### config.mk
export PLATFORM = sky130hd
export DESIGN_NAME = ordered_record_table
export DESIGN_NICKNAME = d
export VERILOG_FILES = /design/src/sv/ort_pkg.sv /design/src/sv/ort_ctrl.sv /design/src/sv/ort_datapath.sv /design/src/sv/ordered_record_table.sv
export SDC_FILE = /design/constraint.sdc
export NUM_CORES = 2
export LEC_CHECK = 0
export BUFFER_PORTS_ARGS = -buffer_cell sky130_fd_sc_hd__buf_4
export CORE_AREA = 2 2 350 352
export CTS_BUF_LIST = sky130_fd_sc_hd__clkbuf_16
export DETAILED_ROUTE_END_ITERATION = 8
export DIE_AREA = 0 0 352 354
export PLACE_DENSITY_LB_ADDON = 0.2
export SETUP_SLACK_MARGIN = 0.05
export SYNTH_ARGS = -nofsm -noshare
export SYNTH_HDL_FRONTEND = slang
export SYNTH_SLANG_ARGS = --single-unit
### constraint.sdc
create_clock -name clk_i -period 6.2 [get_ports clk_i]
set_input_delay 1.24 -clock clk_i [delete_from_list [all_inputs] [get_ports clk_i]]
set_output_delay 1.24 -clock clk_i [all_outputs]
set_load 0.01 [all_outputs]
### src/sv/ort_pkg.sv
// Shared types and codes for the ordered record table.
package ort_pkg;

  // Command codes carried in the action field.
  localparam logic [2:0] ACT_INSERT   = 3'd0;
  localparam logic [2:0] ACT_DELETE   = 3'd1;
  localparam logic [2:0] ACT_LOCATE   = 3'd2;
  localparam logic [2:0] ACT_RETRIEVE = 3'd3;
  localparam logic [2:0] ACT_SORTED   = 3'd4;

  // Result status codes.
  localparam logic [2:0] ST_OK        = 3'd0;
  localparam logic [2:0] ST_BAD_POS   = 3'd1;
  localparam logic [2:0] ST_EMPTY     = 3'd2;
  localparam logic [2:0] ST_FULL      = 3'd3;
  localparam logic [2:0] ST_NOT_FOUND = 3'd4;

  // Commands from the controller to the datapath.
  typedef struct packed {
    logic latch;    // capture the incoming command beat
    logic compare;  // register the per-entry compare vectors
    logic commit;   // update the table and load the result register
  } ort_cmd_t;

endpackage

### src/sv/ort_ctrl.sv
// Controller state machine for the ordered record table.
module ort_ctrl
  import ort_pkg::*;
(
  input  logic     clk_i,
  input  logic     rst_ni,
  input  logic     in_valid_i,
  output logic     in_stall_o,
  output logic     out_valid_o,
  input  logic     out_stall_i,
  output ort_cmd_t cmd_o
);

  typedef enum logic [1:0] {
    S_IDLE,
    S_CMP,
    S_COMMIT
  } state_e;

  state_e state_q;
  logic   out_valid_q;
  logic   commit_ok;
  logic   take;

  // The result register can be loaded when it is empty or being drained.
  assign commit_ok  = !out_valid_q || !out_stall_i;
  assign in_stall_o = !((state_q == S_IDLE) || ((state_q == S_COMMIT) && commit_ok));
  assign take       = in_valid_i && !in_stall_o;

  assign cmd_o.latch   = take;
  assign cmd_o.compare = (state_q == S_CMP);
  assign cmd_o.commit  = (state_q == S_COMMIT) && commit_ok;
  assign out_valid_o   = out_valid_q;

  // State sequencing and result valid flag.
  always_ff @(posedge clk_i or negedge rst_ni) begin
    if (!rst_ni) begin
      state_q     <= S_IDLE;
      out_valid_q <= 1'b0;
    end else begin
      unique case (state_q)
        S_IDLE: begin
          if (take) state_q <= S_CMP;
        end
        S_CMP: begin
          state_q <= S_COMMIT;
        end
        S_COMMIT: begin
          if (commit_ok) state_q <= take ? S_CMP : S_IDLE;
        end
        default: state_q <= S_IDLE;
      endcase
      if ((state_q == S_COMMIT) && commit_ok) begin
        out_valid_q <= 1'b1;
      end else if (!out_stall_i) begin
        out_valid_q <= 1'b0;
      end
    end
  end

endmodule

### src/sv/ort_datapath.sv
// Entry cells, compare vectors and result register of the ordered record table.
module ort_datapath
  import ort_pkg::*;
#(
  parameter int CAPACITY = 16
) (
  input  logic               clk_i,
  input  logic               rst_ni,
  input  ort_cmd_t           cmd_i,
  input  logic [2:0]         action_i,
  input  logic [4:0]         position_i,
  input  logic signed [31:0] item_key_i,
  input  logic [7:0]         item_age_i,
  output logic [2:0]         status_o,
  output logic [3:0]         found_index_o,
  output logic signed [31:0] out_key_o,
  output logic [7:0]         out_age_o,
  output logic [4:0]         fill_level_o
);

  localparam int IW = (CAPACITY > 1) ? $clog2(CAPACITY) : 1;
  localparam int CW = $clog2(CAPACITY + 1);
  localparam int MW = (CW > 5) ? CW : 5;
  localparam logic [MW-1:0] CapM = MW'(CAPACITY);

  // Entry cells; contents are meaningful only below the entry count.
  logic signed [31:0] key_q [CAPACITY];
  logic [7:0]         age_q [CAPACITY];
  logic [CW-1:0]      count_q;
  logic [CW-1:0]      count_d;

  // Latched command beat.
  logic [2:0]         act_q;
  logic [4:0]         pos_q;
  logic signed [31:0] ikey_q;
  logic [7:0]         iage_q;

  // Registered compare vectors.
  logic [CAPACITY-1:0] match_q;
  logic [CAPACITY-1:0] stop_q;

  // Result register.
  logic [2:0]         status_q;
  logic [3:0]         found_q;
  logic signed [31:0] okey_q;
  logic [7:0]         oage_q;
  logic [4:0]         fill_q;

  logic [2:0]         status_d;
  logic [IW-1:0]      found_d;
  logic signed [31:0] okey_d;
  logic [7:0]         oage_d;
  logic               do_ins;
  logic               do_del;
  logic [IW-1:0]      ins_pos;
  logic [IW-1:0]      match_idx;
  logic [IW-1:0]      stop_idx;
  logic [IW-1:0]      pos_idx;
  logic [MW-1:0]      pos_m;
  logic [MW-1:0]      cnt_m;

  assign pos_m   = MW'(pos_q);
  assign cnt_m   = MW'(count_q);
  assign pos_idx = IW'(pos_q);

  // Capture the command beat.
  always_ff @(posedge clk_i) begin
    if (cmd_i.latch) begin
      act_q  <= action_i;
      pos_q  <= position_i;
      ikey_q <= item_key_i;
      iage_q <= item_age_i;
    end
  end

  // Per-entry equality and signed ordering against the command key.
  always_ff @(posedge clk_i) begin
    if (cmd_i.compare) begin
      for (int i = 0; i < CAPACITY; i++) begin
        match_q[i] <= (CW'(i) < count_q) && (key_q[i] == ikey_q);
        stop_q[i]  <= !((CW'(i) < count_q) && (key_q[i] < ikey_q));
      end
    end
  end

  // First matching entry and first entry not below the key.
  always_comb begin
    match_idx = '0;
    stop_idx  = IW'(count_q);
    for (int i = CAPACITY - 1; i >= 0; i--) begin
      if (match_q[i]) match_idx = IW'(i);
      if (stop_q[i])  stop_idx  = IW'(i);
    end
  end

  // Command decode and result fields.
  always_comb begin
    status_d = ST_OK;
    found_d  = '0;
    okey_d   = '0;
    oage_d   = '0;
    do_ins   = 1'b0;
    do_del   = 1'b0;
    ins_pos  = pos_idx;
    count_d  = count_q;
    unique case (act_q)
      ACT_INSERT: begin
        if (pos_m > cnt_m) begin
          status_d = ST_BAD_POS;
        end else if (cnt_m >= CapM) begin
          status_d = ST_FULL;
        end else begin
          do_ins  = 1'b1;
          count_d = count_q + 1'b1;
        end
      end
      ACT_DELETE: begin
        if (count_q == '0) begin
          status_d = ST_EMPTY;
        end else if (pos_m >= cnt_m) begin
          status_d = ST_BAD_POS;
        end else begin
          do_del  = 1'b1;
          count_d = count_q - 1'b1;
        end
      end
      ACT_LOCATE: begin
        if (|match_q) begin
          found_d = match_idx;
        end else begin
          status_d = ST_NOT_FOUND;
        end
      end
      ACT_RETRIEVE: begin
        if (pos_m >= cnt_m) begin
          status_d = ST_BAD_POS;
        end else begin
          okey_d = key_q[pos_idx];
          oage_d = age_q[pos_idx];
        end
      end
      ACT_SORTED: begin
        if (cnt_m >= CapM) begin
          status_d = ST_FULL;
        end else begin
          do_ins  = 1'b1;
          ins_pos = stop_idx;
          found_d = stop_idx;
          count_d = count_q + 1'b1;
        end
      end
      default: ;
    endcase
  end

  // Parallel shift of the entry cells on insert and delete.
  always_ff @(posedge clk_i) begin
    if (cmd_i.commit) begin
      for (int i = 0; i < CAPACITY; i++) begin
        if (do_ins) begin
          if (IW'(i) == ins_pos) begin
            key_q[i] <= ikey_q;
            age_q[i] <= iage_q;
          end else if ((i > 0) && (IW'(i) > ins_pos)) begin
            key_q[i] <= key_q[(i > 0) ? i - 1 : 0];
            age_q[i] <= age_q[(i > 0) ? i - 1 : 0];
          end
        end else if (do_del) begin
          if ((i < CAPACITY - 1) && (IW'(i) >= pos_idx)) begin
            key_q[i] <= key_q[(i < CAPACITY - 1) ? i + 1 : i];
            age_q[i] <= age_q[(i < CAPACITY - 1) ? i + 1 : i];
          end
        end
      end
    end
  end

  // Entry count.
  always_ff @(posedge clk_i or negedge rst_ni) begin
    if (!rst_ni) begin
      count_q <= '0;
    end else if (cmd_i.commit) begin
      count_q <= count_d;
    end
  end

  // Result register.
  always_ff @(posedge clk_i) begin
    if (cmd_i.commit) begin
      status_q <= status_d;
      found_q  <= 4'(found_d);
      okey_q   <= okey_d;
      oage_q   <= oage_d;
      fill_q   <= 5'(count_d);
    end
  end

  assign status_o      = status_q;
  assign found_index_o = found_q;
  assign out_key_o     = okey_q;
  assign out_age_o     = oage_q;
  assign fill_level_o  = fill_q;

endmodule

### src/sv/ordered_record_table.sv
// Top level of the ordered record table.
//
// Ordered table of up to CAPACITY records (signed 32-bit key, 8-bit age).
// Each input beat carries one command: insert at position, delete at
// position, locate key, retrieve at position or sorted insert. Every
// command produces exactly one output beat with status, found index,
// retrieved record and the fill level after the command.
// Both channels use valid/stall; a beat moves when valid is high and
// stall is low. After acceptance, a command first registers the
// per-entry compare vectors, then shifts the entry cells in parallel
// and loads the result register. A new command is taken in the commit
// cycle, so the next command can be accepted before the last completes.
// The result register decouples the sides: while an output beat is
// stalled, the next command is still accepted and compared, and waits in
// its commit cycle until the result register drains.
// Reset empties the table (entry count 0); entry contents are not cleared
// and are never read before being written.
module ordered_record_table
  import ort_pkg::*;
#(
  parameter int CAPACITY = 16
) (
  input  logic               clk_i,
  input  logic               rst_ni,
  input  logic               in_valid_i,
  output logic               in_stall_o,
  input  logic [2:0]         action_i,
  input  logic [4:0]         position_i,
  input  logic signed [31:0] item_key_i,
  input  logic [7:0]         item_age_i,
  output logic               out_valid_o,
  input  logic               out_stall_i,
  output logic [2:0]         status_o,
  output logic [3:0]         found_index_o,
  output logic signed [31:0] out_key_o,
  output logic [7:0]         out_age_o,
  output logic [4:0]         fill_level_o
);

  ort_cmd_t cmd;

  // Sequencing.
  ort_ctrl u_ctrl (
    .clk_i       (clk_i),
    .rst_ni      (rst_ni),
    .in_valid_i  (in_valid_i),
    .in_stall_o  (in_stall_o),
    .out_valid_o (out_valid_o),
    .out_stall_i (out_stall_i),
    .cmd_o       (cmd)
  );

  // Table storage and result.
  ort_datapath #(
    .CAPACITY (CAPACITY)
  ) u_datapath (
    .clk_i         (clk_i),
    .rst_ni        (rst_ni),
    .cmd_i         (cmd),
    .action_i      (action_i),
    .position_i    (position_i),
    .item_key_i    (item_key_i),
    .item_age_i    (item_age_i),
    .status_o      (status_o),
    .found_index_o (found_index_o),
    .out_key_o     (out_key_o),
    .out_age_o     (out_age_o),
    .fill_level_o  (fill_level_o)
  );

endmodule

==> results.toml <==
[outcome]
outcome = "finished clean"

[die]
io_pins = 106
die_h_um = 354
placementRows = 128
start_util = 0.448
core_area_um2 = 121000
dieWidth_um = 352
die-area_um2 = 125000

[timing]
rsz0062_at_grt = "no"
worstMarginPinSlew_ns = 1.34
skew_ns = 0.0314
setup_viol = 0
setup_tns_ns = 0
finalHoldViolCount = 0
finalCriticalPeriod_ns = 4.94
fmax_mhz = 202
slew_viol_final = 0
slew_headroom = 0.108
finalCritPeriodShare = 0.797

[setup_path]
cp_cell_sequence = "inv_1, ha_1, and4_1, a21oi_1, a21boi_1, buf_4, or3_4, nand2_2, buf_4"
critPathKind = "flip-flop to flip-flop"
path_buf_inv = 3
cpMostUsedCell = "buf_4"
cp.arrival_ns = 5.39
max_stage_delay_ns = 0.88
end_kind = "flip-flop"
crit_family = "simple AND/OR/NAND/NOR gates"
cpMaxStageDelayCell = "or3_4"
crit_fanout = 72
critPathLaunchType = "flip-flop"
worstPathRequired_ns = 6.64

[finish]
area_growth_pct = 10.9
fin_nets = 5476
drive_gt1_frac = 0.131
fillers = 10800
regArea_um2 = 23400
multiInputGateArea_um2 = 29400
fin_cells = 6616

[logic_synthesis]
ys_seq_area_frac = 0.432
synth_area_leaders = "edfxtp_1 43%, ha_1 12%, mux4_2 8.3%, mux2i_1 8.3%, nand2_1 4.0%"
ys.flop_type = "edfxtp_1"
ys_warn_count = 0
syn_avg_cell_area_um2 = 11.0
async_flop_share = 0.0103
yosysUniqueCellTypes = 86
synth-seq-cells = 780
synth_area_um2 = 54100
synth_edf_count = 772
netlist.top_cell.by_area = "edfxtp_1"
synth_top_area_share = 0.428
synthCells = 4921
syn_nets = 5494

[global_route]
grtUsageTotal = 0.332
overflow = 0
grt_pass1_vias = 41400
grt_pass1_wl_um = 302000
antenna_found_initial = 13
grt_max_degree = 127

[place]
gp_congestion = 0.996
place_hpwl_um = 144000
placedCellCount = 6428
port_buffers = 105

[clocking]
cts_buffer_depth = 3
post_cts_resized = 0
cts_hold_buf = 0
cts_tree = "built"
cts_buffers = 98
clkTransAtPathRegs_ns = 0.06
cts_setup_buffers = 0
cts_sinks = 780
cts_root_buffer = "clkbuf_16"
htreeDepth = 3
clk_latency_ns = 0.74

[job]
max_cap_violations = 0

[route]
drt-total-wl_um = 211000
drtIter0Drc = 6144
wl_per_cell_um = 31.8
first_pass_iters = 7
ant_nets = 0
routed_via_density = 6.68
drc_errors = 0
vias = 44200

[pwr]
peakVddDrop_mv = 0.212
p_leak_uw = 0.0234
p_per_area_nw_per_um2 = 247

[min_path]
hold_class = "input port to async pin"
-- path summary, 6_finish.rpt --
path	to	startpoint	depth (start not counted)	slack [ns]
worst max-delay path	u_datapath.key_q[7][19]	u_datapath.cnt_m[2]	9	1.26
max in group asynchronous	u_datapath.cnt_m[1]	rst_ni	1	5.75
worst max register to register	u_datapath.key_q[7][19]	u_datapath.cnt_m[2]	9	1.26
worst min-delay path	u_datapath.cnt_m[4]	rst_ni	1	0.32
worst min register to register	u_ctrl.out_valid_o	u_ctrl.out_valid_o	2	0.57
min in group clk_i	u_ctrl.out_valid_o	u_ctrl.out_valid_o	2	0.57
-- sequential cells by signal, indices dropped and copies added (netlist names) --
register                  cells
u_ctrl.out_valid_o            1
u_ctrl.state_q                2
u_datapath.act_q              3
u_datapath.age_q            128
u_datapath.cnt_m              5
u_datapath.fill_level_o       5
u_datapath.found_index_o      4
u_datapath.iage_q             8
u_datapath.ikey_q            32
u_datapath.key_q            512
u_datapath.match_q           16
u_datapath.out_age_o          8
u_datapath.out_key_o         32
u_datapath.pos_m              5
u_datapath.status_o           3
u_datapath.stop_q            16
-- layout make-up --
| class | instances | area share |
|---|---|---|
| multi-input cells | 3720 | 0.490 |
| flip-flops and latches | 780 | 0.389 |
| clock buffers | 103 | 0.0429 |
| well taps | 1625 | 0.0339 |
| repair buffers | 224 | 0.0301 |
| clock inverters | 80 | 0.00883 |
| inverters | 79 | 0.00496 |
| diodes | 5 | 0.000208 |
-- cells in the mapped netlist (16+ instances only) --
master,number
clkbuf_1,246
nand4_1,97
nand2_1,584
o21ai_0,218
a31oi_1,77
ha_1,521
a21oi_1,272
o22ai_1,81
buf_1,28
nor4_1,34
nand3_1,50
a21o_1,78
nand2b_1,16
nor2_1,348
edfxtp_1,772
a22oi_1,18
o31ai_1,24
o21ai_1,238
o211ai_1,23
buf_2,51
mux2i_1,448
inv_1,78
mux4_2,200
o21a_1,17
nor3_1,37
mux2_1,37
a211oi_1,62
nor2b_1,69
-- placed cells by master (no fill, tap or decap), types with 36 or more instances in the layout --
cell type,instances
mux4_2,200
inv_1,104
nor2b_1,68
o21ai_1,237
a31oi_1,75
nor3_1,36
clkbuf_16,103
a21oi_1,269
o22ai_1,81
nand4_1,97
a211oi_1,61
nand2_1,575
a21o_1,75
ha_1,521
buf_4,214
nor2_1,342
o21ai_0,216
mux2i_1,448
edfxtp_1,772
mux2_1,37
nand3_1,46
-- worst register-to-register path, stage by stage, from the launching register on --
cell and delay, ns:
dfrtp_1 0.69, inv_1 0.28, ha_1 0.38, and4_1 0.21
a21oi_1 0.18, a21boi_1 0.38, buf_4 0.27, or3_4 0.88
nand2_2 0.88, buf_4 0.50
-- layer usage --
| layer | wire length [um] | GRT usage |
|---|---|---|
| met1 | 86000 | 0.465 |
| met3 | 24200 | 0.0793 |
| met4 | 10800 | 0.158 |
| met2 | 89700 | 0.484 |
| met5 | 78 | 0 |
-- report_power, final --
group / internal, uW / leakage [uW] / switching [uW] / total [uW]
sequential: 6090 / 0.00710 / 307 / 6390
combinational: 1010 / 0.0147 / 1690 / 2690
clock: 3270 / 0.00164 / 2470 / 5740
total: 10400 / 0.0234 / 4470 / 14800
-- through the flow --
stage / hold WS [ns] / utilization / cell area [um2] / power, uW / setup slack, ns
floorplan: 0.523 / - / 54100 / 8030 / 0.225
global placement: 0.539 / 0.471 / 56900 / 9060 / 1.20
detailed placement: 0.546 / 0.471 / 56900 / 9110 / 1.09
CTS: 0.277 / 0.496 / 60000 / 14800 / 1.26
global route: 0.318 / 0.496 / 60000 / 15300 / 1.08
finish: 0.316 / 0.497 / 60000 / 14800 / 1.26
-- cells by family (layout without fill, tap and decap cells) --
family                   after synthesis  count (layout)  synth area share
AO/OA/AOI/OAI                       1197            1197             0.132
flip-flops                           780             780             0.432
multiplexers                         696             696             0.176
other                                  0               5                 0
AND/OR/NAND/NOR                     1301            1301             0.107
XOR/XNOR                               5               5          0.000809
adder cells (fa/ha/maj)              521             521             0.120
buffers and inverters                421             486            0.0320
Power figures use the tool's default switching activity.
